## config.mk

```make
export PLATFORM = sky130hd
export DESIGN_NAME = pfe_ctrl
export DESIGN_NICKNAME = d
export VERILOG_FILES = /design/src/hdl/pfe_pkg.sv /design/src/hdl/pfe_ctrl.sv
export SDC_FILE = /design/constraint.sdc
export NUM_CORES = 1
export LEC_CHECK = 0
export BUFFER_PORTS_ARGS = -buffer_cell sky130_fd_sc_hd__buf_2
export CAP_MARGIN = 0
export CORE_AREA = 2 2 39 41
export CTS_BUF_LIST = sky130_fd_sc_hd__clkbuf_2 sky130_fd_sc_hd__clkbuf_4 sky130_fd_sc_hd__clkbuf_8
export DETAILED_ROUTE_END_ITERATION = 7
export DIE_AREA = 0 0 41 43
export MAX_ROUTING_LAYER = met4
export SLEW_MARGIN = 20
export SYNTH_ARGS = -nofsm -noshare
export SYNTH_HDL_FRONTEND = slang
export SYNTH_SLANG_ARGS = --single-unit
```

## constraint.sdc

```tcl
create_clock -name clk -period 2.9 [get_ports clk]
set_input_delay 0.29 -clock clk [delete_from_list [all_inputs] [get_ports clk]]
set_output_delay 0.29 -clock clk [all_outputs]
set_load 0.05 [all_outputs]
```

## src/hdl/pfe_pkg.sv

```systemverilog
`timescale 1ns / 1ps
// ----------------------------------------------------------------------------
// pfe_pkg
// Shared types, codes and constants of the palette fade engine.
// ----------------------------------------------------------------------------
package pfe_pkg;

	localparam int PFE_ENTRIES_DEF    = 64;
	localparam int PFE_FADE_TICKS_DEF = 21;

	localparam logic [7:0] STEP_VAL  = 8'd32;
	localparam logic [7:0] WHITE_VAL = 8'd224;

	// request kinds
	localparam logic [2:0] KIND_WR_TARGET = 3'd0;
	localparam logic [2:0] KIND_WR_WORK   = 3'd1;
	localparam logic [2:0] KIND_START     = 3'd2;
	localparam logic [2:0] KIND_TICK      = 3'd3;
	localparam logic [2:0] KIND_READ      = 3'd4;

	// fade modes
	localparam logic [2:0] MODE_NONE      = 3'd0;
	localparam logic [2:0] MODE_FADE_IN   = 3'd1;
	localparam logic [2:0] MODE_FADE_OUT  = 3'd2;
	localparam logic [2:0] MODE_FLASH_IN  = 3'd3;
	localparam logic [2:0] MODE_FLASH_OUT = 3'd4;

	// config register indexes
	localparam int CFG_IDX_W  = 2;
	localparam int CFG_DATA_W = 6;
	localparam logic [CFG_IDX_W-1:0] CFG_START_ENTRY = 2'd0;
	localparam logic [CFG_IDX_W-1:0] CFG_LAST_OFFSET = 2'd1;
	localparam logic [CFG_IDX_W-1:0] CFG_SINGLE_BANK = 2'd2;

	typedef struct packed {
		logic [2:0] kind;
		logic       bank;
		logic [5:0] index;
		logic [7:0] red_in;
		logic [7:0] green_in;
		logic [7:0] blue_in;
		logic [2:0] mode;
	} item_t;

	typedef struct packed {
		logic       done_res;
		logic [7:0] red_out;
		logic [7:0] green_out;
		logic [7:0] blue_out;
	} result_t;

	// controller -> datapath
	typedef struct packed {
		logic capture;
		logic wr_item;
		logic set_mode;
		logic tick_upd;
		logic load_range;
		logic next_bank;
		logic advance;
		logic fill_wr;
		logic walk_rd;
		logic latch_rd;
		logic emit;
	} cmd_t;

	// datapath -> controller
	typedef struct packed {
		logic [2:0] kind;
		logic       start_fill;
		logic       active_none;
		logic       range_empty;
		logic       ent_last;
		logic       bank_is0;
		logic       bank1_skip;
	} status_t;

endpackage

```

## src/hdl/pfe_ctrl.sv

```systemverilog
`timescale 1ns / 1ps
// ----------------------------------------------------------------------------
// pfe_ctrl
// Sequencer: decodes a request and steps the datapath through it.
// ----------------------------------------------------------------------------
module pfe_ctrl import pfe_pkg::*; (
	input  logic    clk,
	input  logic    arst_n,
	input  logic    start,
	output logic    busy,
	input  status_t status,
	output cmd_t    cmd
);

	localparam logic [2:0] S_IDLE   = 3'd0;
	localparam logic [2:0] S_DECODE = 3'd1;
	localparam logic [2:0] S_FILL   = 3'd2;
	localparam logic [2:0] S_WALK   = 3'd3;
	localparam logic [2:0] S_DRAIN  = 3'd4;
	localparam logic [2:0] S_RDWAIT = 3'd5;
	localparam logic [2:0] S_RESP   = 3'd6;

	logic [2:0] state_q, state_d;

	always_comb begin
		state_d = state_q;
		cmd     = '0;
		unique case (state_q)
			S_IDLE: begin
				if (start) begin
					cmd.capture = 1'b1;
					state_d     = S_DECODE;
				end
			end
			S_DECODE: begin
				unique case (status.kind)
					KIND_WR_TARGET, KIND_WR_WORK: begin
						cmd.wr_item = 1'b1;
						state_d     = S_RESP;
					end
					KIND_START: begin
						cmd.set_mode   = 1'b1;
						cmd.load_range = 1'b1;
						state_d = (status.start_fill && !status.range_empty) ? S_FILL : S_RESP;
					end
					KIND_TICK: begin
						cmd.tick_upd   = 1'b1;
						cmd.load_range = 1'b1;
						state_d = (status.active_none || status.range_empty) ? S_RESP : S_WALK;
					end
					KIND_READ: begin
						state_d = S_RDWAIT;
					end
					default: state_d = S_RESP;
				endcase
			end
			S_FILL: begin
				cmd.fill_wr = 1'b1;
				cmd.advance = !status.ent_last;
				if (status.ent_last) begin
					state_d = S_RESP;
				end
			end
			S_WALK: begin
				cmd.walk_rd = 1'b1;
				if (!status.ent_last) begin
					cmd.advance = 1'b1;
				end else if (status.bank_is0 && !status.bank1_skip) begin
					cmd.next_bank = 1'b1;
				end else begin
					state_d = S_DRAIN;
				end
			end
			S_DRAIN: state_d = S_RESP;
			S_RDWAIT: begin
				cmd.latch_rd = 1'b1;
				state_d      = S_RESP;
			end
			S_RESP: begin
				cmd.emit = 1'b1;
				state_d  = S_IDLE;
			end
			default: state_d = S_IDLE;
		endcase
	end

	always_ff @(posedge clk or negedge arst_n) begin
		if (!arst_n) begin
			state_q <= S_IDLE;
		end else begin
			state_q <= state_d;
		end
	end

	assign busy = (state_q != S_IDLE);

endmodule

```

==> results of run 1 <==
## layout make-up
class | count | area (um2) | area share, %
clock buffer | 4 | 30.0 | 6.19
timing repair buffer | 24 | 125 | 25.8
multi-input combinational | 34 | 213 | 43.8
tap | 16 | 20.0 | 4.12
inverter | 6 | 22.5 | 4.64
sequential | 3 | 75.1 | 15.5
## per-layer routing
metal / part of all wire (%) / global-route usage [%] / up-vias
met5: 0 / - / -
met4: 2.0 / 10.0 / 0
met3: 9.4 / 4.71 / 2
met2: 39 / 15.3 / 20
met1: 49 / 14.5 / 164
li1: - / - / 205
## through the flow
| step | hold WS (ps) | utilization [%] | worst slack, ps |
|---|---|---|---|
| 2_1_floorplan | -5.59 | - | 514 |
| 3_3_place_gp | 93.0 | 32.2 | 1200 |
| 3_5_place_dp | 93.3 | 32.2 | 1170 |
| 4_1_cts | 364 | 35.1 | 903 |
| 5_1_grt | 381 | 35.1 | 762 |
| 6_report | 370 | 35.1 | 911 |
## where the power goes
part | leakage, nW | internal, mW | switching (mW)
sequential | 0.0367 | 0.0634 | 0.0486
clock | 0.0184 | 0.0610 | 0.0238
combinational | 0.225 | 0.0966 | 0.226
## Yosys cell counts, drive strengths merged
cell type,instances,area (um2)
nand2b,2,12.5
buf,3,23.8
nor4b,1,15.0
nor3,1,5.00
nor2b,2,12.5
o31ai,1,7.51
dfrtp,3,75.1
a311o,1,10.0
and3,1,6.26
a21oi,1,5.00
o41ai,1,8.76
nand3b,2,15.0
mux2i,1,10.0
nand4,1,6.26
o21ai,3,15.0
or3,1,6.26
or4,1,11.3
and3b,1,8.76
and2,2,12.5
nand2,4,15.0
a21boi,1,7.51
nor2,6,22.5
inv,6,22.5
## timing repair
| item | in CTS | in global routing |
|---|---|---|
| setup buffers | 0 | 0 |
| endpoints found under the hold margin | 3 | 0 |
| hold buffers | 1 | 0 |
## cells by family (layout without fill, tap and decap cells)
family / after synthesis / in the layout / share of synthesized area [%]
mux: 1 / 1 / 3.00
simple gates: 25 / 25 / 44.6
buf+inv: 9 / 34 / 13.9
compound gates: 8 / 8 / 16.1
flops: 3 / 3 / 22.5
## how the worst min path moves through the flow
| stage | end | slack, ps | cells past startpoint |
|---|---|---|---|
| final | state_q[0]$_DFFE_PN0P_ | 370 | 4 |
| after global routing | state_q[2]$_DFFE_PN0P_ | 380 | 2 |
| after CTS | state_q[0]$_DFFE_PN0P_ | 360 | 4 |
| after detailed placement | state_q[0]$_DFFE_PN0P_ | 90 | 1 |
| after global placement | state_q[0]$_DFFE_PN0P_ | 90 | 1 |
| after floorplan | state_q[0]$_DFFE_PN0P_ | -6 | 0 |
## worst reg2reg max path, stage by stage (launching register included)
cell and delay (ps):
dfrtp_1 460, or4_4 570, a311o_1 340
## layout by cell type (no fill, tap or decap)
| cell | count |
|---|---|
| buf_2 | 23 |
| inv_1 | 6 |
| nor2_1 | 6 |
| nand2_1 | 4 |
| clkbuf_4 | 4 |
| dfrtp_1 | 3 |
| and2_1 | 2 |
| nor2b_1 | 2 |
| nand3b_1 | 2 |
| nand2b_1 | 2 |
| o21ai_0 | 2 |
| nor4b_2 | 1 |
| and3_1 | 1 |
| or3_1 | 1 |
| and3b_1 | 1 |
| nor3_1 | 1 |
| o31ai_1 | 1 |
| or4_4 | 1 |
| a311o_1 | 1 |
| mux2i_1 | 1 |
| o41ai_1 | 1 |
| a21oi_1 | 1 |
| nand4_1 | 1 |
| a21boi_1 | 1 |
| o21ai_1 | 1 |
| dlygate4sd3_1 | 1 |
==> flow_summary_export.csv, run 1 <==
group,metric,value,unit
setup_path,rr_endpoint,"state_q[1]$_DFFE_PN0P_",
setup_path,r2r-start,"state_q[0]$_DFFE_PN0P_",
routing,drt_iter0_markers,11,
power,leakage,0.280,nW
grt,antenna_found_initial,0,
clocking,cts_root_buffer,"clkbuf_4",
routing,ant_nets,0,
die,io_pins,24,
grt,grt_usage,12.2,%
routing,wire_per_inst,10.4,um
finish,drive_gt1_share,40.8,%
placed_design,gp_congestion,0.746,
setup_path,cp-start-kind,"flop",
sta,setup_viol,0,
power,power,0.520,mW
setup_path,arrival,1700,ps
setup_path,crit_type,"reg2out",
sta,period_minus_slack,1990,ps
setup_path,crit_buf_inv,1,
clocking,cts.sinks,3,
routing,dr.pass1.iters,4,
clocking,cts.path.max_buffers,2,
placed_design,placedInstanceArea,445,um2
finish,design_area,485,um2
setup_path,worst-path-stages,4,
routing,vias_per_cell,4.49,
finish,largest-register,"state_q",
setup_path,crit_family,"simple AND/OR/NAND/NOR gates",
finish,diodes,0,
hold_path,hold_class,"in2reg",
synthesis,ys_seq_elements,3,
setup_path,end_kind,"output pin",
synthesis,yosys_warnings,0,
clocking,h-tree-depth,1,
clocking,path_clk_slew,40,ps
placed_design,io_buffers,23,
placed_design,hpwl,674,um
placed_design,placed_cells,82,
sta,min_period_over_period,68.6,%
setup_path,setup.worst_path.start,"state_q[1]$_DFFE_PN0P_",
clocking,cts_tree,"built",
routing,vias,391,
grt,grt_overflow,0,
setup_path,required,2610,ps
sta,tns,0,ps
flow_run,drv_cap,0,
finish,fillers,147,
power,vdd_drop_max,0.000329,V
sta,drv_slew,0,
synthesis,synthDistinctLibCells,26,
setup_path,worst_path_largest_cell_delay,470,ps
setup_path,r2r_cells,2,
clocking,cts_made_buffers,3,
finish,largest_reg_flops,3,
setup_path,r2r_slack,1410,ps
grt,grt_pass1_wl,1350,um
sta,slew_headroom,77.8,%
die,die_y,43,um
finish,fin_nets,84,
finish,area_growth,45.3,%
finish,top_regs,"state_q: 3 flops",
die,start_util,24.1,%
synthesis,synth_cells,46,
die,core_area,1380,um2
routing,wirelength,907,um
hold_path,hold_path.startpoint,"status[2]",
setup_path,crit_fanout,10,
finish,fin_cells,87,
sta,fmax,503,MHz
power,power_density,1070,nW/um2
setup_path,endpoint,"cmd[8]",
clocking,clk_latency,240,ps
die,die_w,41,um
setup_path,path_cells,"nor4b_2 -> and2_1 -> nor2b_1 -> buf_2",
grt,grt_pass1_vias,337,
sta,rsz0062_at_grt,"false",
grt,grt_max_degree,11,
sta,clock_skew,5.62,ps
routing,drcViolationCount,0,
sta,tightest_slew,329,ps
status,status,"finished, final reports clean",
synthesis,syn_nets,58,
setup_path,cp_slowest_cell,"dfrtp_1",
die,rows,14,
die,die_area,1760,um2
clocking,cts-resized-gates,0,
sta,hold_viol_final,0,
synthesis,syn_area,334,um2
synthesis,ys_seq_area_share,22.5,%
synthesis,avgSynthCellArea,7.26,um2
Power figures use the tool's default switching activity.
==> run 2: changes to the inputs <==
clock period = 1.7 ns   (was 2.9 ns; I/O delays follow)
==> run 2 against run 1 <==
Effect of this change:
- via count up 4.9%
- critical endpoint unchanged
- highest routed layer is now met3
- first-iteration DRC count decreased by 73%
- design area rose by 16%
- largest power group unchanged
==> flow_summary_export.csv, run 2 (synthesized netlist as in run 1, its figures left out) <==
group,metric,value,unit
die,die_y,43,um
sta,rsz0062_at_grt,"true",
finish,diodes,0,
die,rows,14,
clocking,path_clk_slew,40,ps
grt,grt_max_degree,9,
grt,grt_pass1_wl,1420,um
finish,largest-register,"state_q",
sta,clock_skew,9.35,ps
routing,wl_met1,406,um
sta,fin_ws,55.1,ps
status,status,"finished, final reports clean",
finish,largest_reg_flops,3,
finish,fin_nets,88,
routing,ant_nets,0,
clocking,cts.sinks,3,
setup_path,crit_buf_inv,1,
setup_path,r2r_slack,190,ps
setup_path,required,1530,ps
placed_design,placedInstanceArea,488,um2
hold_path,hold_class,"in2reg",
clocking,cts_root_buffer,"clkbuf_4",
routing,wl_met3,72,um
routing,dr.pass1.iters,4,
routing,dr.max_layer_used,"met3",
clocking,cts.path.max_buffers,2,
placed_design,place_ws,155,ps
setup_path,worst_path_largest_cell_delay,430,ps
flow_run,drv_cap,0,
sta,tns,0,ps
setup_path,crit_fanout,4,
setup_path,crit_family,"simple AND/OR/NAND/NOR gates",
routing,vias_per_cell,4.51,
placed_design,hpwl,766,um
routing,met2_length,474,um
finish,final_common_cell,"buf_2",
setup_path,end_kind,"output pin",
grt,grt_pass1_vias,366,
sta,fmax,608,MHz
setup_path,arrival,1470,ps
die,die_area,1760,um2
routing,vias,410,
sta,min_period_over_period,96.8,%
sta,slew_headroom,76.3,%
sta,period_minus_slack,1640,ps
die,die_w,41,um
placed_design,io_buffers,23,
sta,worst_hold_slack,225,ps
sta,setup_viol,0,
finish,drive_gt1_share,52.0,%
routing,wirelength,954,um
routing,wire_per_inst,10.5,um
sta,drv_slew,0,
clocking,h-tree-depth,1,
routing,drt_iter0_markers,3,
finish,fillers,144,
setup_path,cp-start-kind,"flop",
finish,top_regs,"state_q: 3 flops",
sta,tightest_slew,351,ps
power,power_density,1760,nW/um2
clocking,cts_made_buffers,3,
die,io_pins,24,
grt,grt_usage,12.5,%
die,core_area,1380,um2
clocking,clk_latency,240,ps
setup_path,path_cells,"nor4b_4 -> and2_4 -> nor2b_4 -> buf_6",
setup_path,crit_type,"reg2out",
grt,grt_overflow,0,
power,vdd_drop_max,0.000704,V
grt,antenna_found_initial,0,
finish,layout_common_cells,"buf_2, inv_1, nor2_1",
die,start_util,24.1,%
setup_path,cp_slowest_cell,"dfrtp_2",
sta,hold_viol_final,0,
power,leakage,0.304,nW
finish,area_growth,68.2,%
placed_design,gp_congestion,0.733,
routing,drcViolationCount,0,
clocking,cts_tree,"built",
finish,design_area,562,um2
-- run 2: changes by cell type in the layout (fill, tap and decap cells not counted), sizes merged --
cell  before  now
buf       23   27
-- run 2: per-stage QoR --
step | util, % | cells | total power [mW]
2_1_floorplan | - | 46 | 0.673
3_3_place_gp | 35.3 | 85 | 0.801
3_5_place_dp | 35.3 | 85 | 0.807
4_1_cts | 39.2 | 90 | 0.985
5_1_grt | 40.6 | 91 | 1.06
6_report | 40.6 | 91 | 0.986
-- run 2: final cells by class --
type / instances / area, um2 / share of cell area, %
well taps: 16 / 20.0 / 3.56
multi-input cells: 34 / 244 / 43.4
clock buffers: 4 / 30.0 / 5.35
flip-flops and latches: 3 / 77.6 / 13.8
repair buffers: 28 / 168 / 29.8
inverters: 6 / 22.5 / 4.01
-- run 2: metal layers --
layer / GRT usage, % / vias to the layer above
met5: - / -
met3: 3.14 / 0
met2: 19.4 / 17
li1: - / 215
met4: 8.00 / 0
met1: 13.2 / 178
-- run 2: worst paths after layout --
kind / start / end / cells past startpoint
worst max-delay path: state_q[2]$_DFFE_PN0P_ / cmd[8] / 4
worst min register to register: state_q[0]$_DFFE_PN0P_ / state_q[2]$_DFFE_PN0P_ / 2
min in group asynchronous: arst_n / state_q[1]$_DFFE_PN0P_ / 2
worst min-delay path: status[2] / state_q[0]$_DFFE_PN0P_ / 4
max in group asynchronous: arst_n / state_q[2]$_DFFE_PN0P_ / 2
worst max register to register: state_q[2]$_DFFE_PN0P_ / state_q[1]$_DFFE_PN0P_ / 3
-- run 2: worst min-delay path, stage by stage --
cell     delay, ps
buf_2          100
nand2_1         50
nand2_1         60
o21ai_1         50
-- run 2: report_power, final --
group,switching (mW),internal (mW)
combinational,0.436,0.228
clock,0.0410,0.104
sequential,0.0640,0.113
-- run 2: timing repair --
action | CTS | global route
setup endpoints to repair | 3 | 6
pin swaps | 1 | 1
resized for setup | 3 | 5
setup buffers | 0 | 1
endpoints found under the hold margin | 3 | 0
hold buffers | 1 | 0
==> run 3: changes to the inputs <==
REMOVE_ABC_BUFFERS = 1   (was unset)
==> run 3 against run 2 <==
Effect of this change:
- via count increased by 5.6%
- global-route usage grew 0.10 points
- first-iteration DRC count decreased by 33%
- non-clock buffer count increased by 3
- combinational power grew 4.4%
- clock skew fell by 7.5 ps
- register-to-register slack got worse by 120 ps
- sequential share of layout area is 0.30 points lower
- critical path depth did not move
- design area increased by 2.2%
- core utilization is 0.90 points higher
==> flow_summary_export.csv, run 3 (synthesized netlist as in run 1, its figures left out) <==
group,metric,value,unit
status,status,"finished, final reports clean",
routing,drt_iter0_markers,2,
grt,grtUsageMet3,4.71,%
sta,rsz0062_at_grt,"true",
routing,dr.pass1.iters,4,
finish,largest_reg_flops,3,
die,die_w,41,um
power,vdd_drop_max,0.000592,V
setup_path,cp-start-kind,"flop",
finish,final_common_cell,"buf_2",
clocking,path_clk_slew,40,ps
finish,design_area,574,um2
finish,diodes,0,
setup_path,crit_type,"reg2out",
clocking,clk_latency,240,ps
grt,grt_pass1_vias,383,
routing,ant_nets,0,
die,die_y,43,um
clocking,h-tree-depth,1,
sta,tightest_slew,302,ps
die,rows,14,
sta,slew_headroom,79.6,%
setup_path,required,1530,ps
grt,grtUsageMet1,12.9,%
sta,min_period_over_period,97.9,%
finish,area_growth,71.9,%
power,power_density,1760,nW/um2
sta,period_minus_slack,1660,ps
placed_design,io_buffers,23,
clocking,cts_root_buffer,"clkbuf_4",
clocking,cts.path.max_buffers,2,
die,io_pins,24,
sta,fmax,601,MHz
placed_design,placedInstanceArea,453,um2
grt,grt_pass1_wl,1440,um
sta,drv_slew,0,
die,core_area,1380,um2
flow_run,drv_cap,0,
finish,drive_gt1_share,51.3,%
hold_path,hold_class,"in2reg",
finish,largest-register,"state_q",
routing,vias,433,
grt,grt_max_degree,11,
setup_path,end_kind,"output pin",
power,leakage,0.319,nW
grt,grt_overflow,0,
routing,vias_per_cell,4.61,
finish,ff_latch_area,77.6,um2
finish,fin_nets,91,
routing,wirelength,917,um
routing,drcViolationCount,0,
clocking,cts_made_buffers,3,
grt,grtUsageMet2,20.0,%
grt,grt_usage,12.6,%
grt,antenna_found_initial,0,
finish,fillers,144,
sta,setup_viol,0,
placed_design,gp_congestion,0.745,
die,die_area,1760,um2
die,start_util,24.1,%
setup_path,crit_fanout,7,
finish,top_regs,"state_q: 3 flops",
clocking,cts_tree,"built",
sta,hold_viol_final,0,
grt,top_usage_layer,"met2",
setup_path,r2r_slack,70,ps
finish,multi_input_area,231,um2
finish,layout_common_cells,"buf_2, buf_4, inv_1, nor2_1",
setup_path,arrival,1490,ps
clocking,cts.sinks,3,
routing,wire_per_inst,9.76,um
placed_design,hpwl,678,um
power,power,1.01,mW
sta,clock_skew,1.83,ps
==> run 3: metrics by stage <==
step	hold WS, ps	worst slack (ps)	setup TNS (ps)	cells	utilization (%)
after floorplan	-126	-533	-1000	43	-
after global placement	-31.7	137	0	83	32.7
after detailed placement	-28.0	87.4	0	83	32.7
after CTS	234	25.2	0	92	39.1
after global routing	273	-39.7	-40.7	94	41.5
final	236	36.0	0	94	41.5
==> run 3: final cells by class <==
| type | instances | share of cell area (%) |
|---|---|---|
| inverter | 6 | 3.92 |
| sequential | 3 | 13.5 |
| multi-input combinational | 34 | 40.3 |
| tap | 16 | 3.49 |
| clock buffer | 4 | 5.23 |
| timing repair buffer | 31 | 33.6 |
==> run 3: worst paths after layout <==
kind | startpoint | endpoint | depth (start not counted)
worst max-delay path | state_q[1]$_DFFE_PN0P_ | cmd[8] | 4
min in group asynchronous | arst_n | state_q[1]$_DFFE_PN0P_ | 2
worst max register to register | state_q[2]$_DFFE_PN0P_ | state_q[1]$_DFFE_PN0P_ | 4
worst min register to register | state_q[1]$_DFFE_PN0P_ | state_q[2]$_DFFE_PN0P_ | 2
max in group asynchronous | arst_n | state_q[2]$_DFFE_PN0P_ | 2
worst min-delay path | status[2] | state_q[0]$_DFFE_PN0P_ | 4
==> run 3: repair_timing <==
item | in CTS | in global routing
pin swaps | 1 | 2
gates resized for setup | 5 | 8
hold buffers | 1 | 0
setup buffers | 4 | 2
setup endpoints to repair | 4 | 2
hold endpoints to repair | 3 | 0
==> run 3: power by group <==
| part | switching (mW) | total, mW | internal [mW] |
|---|---|---|---|
| registers | 0.0577 | 0.171 | 0.114 |
| logic | 0.439 | 0.693 | 0.254 |
| clock network | 0.0404 | 0.144 | 0.104 |
==> run 3: metal layers <==
metal	vias to the layer above	part of all wire [%]	wire length, um
li1	220	-	-
met1	193	39	361
met2	17	50	463
met3	3	7.4	68
met4	0	2.5	23
met5	-	0	0
==> run 3: critical path, cell delays in order, from the launching register on <==
cell and delay, ps:
dfrtp_2 450, nor4b_4 320, and2_4 190, nor2b_4 130
buf_6 160
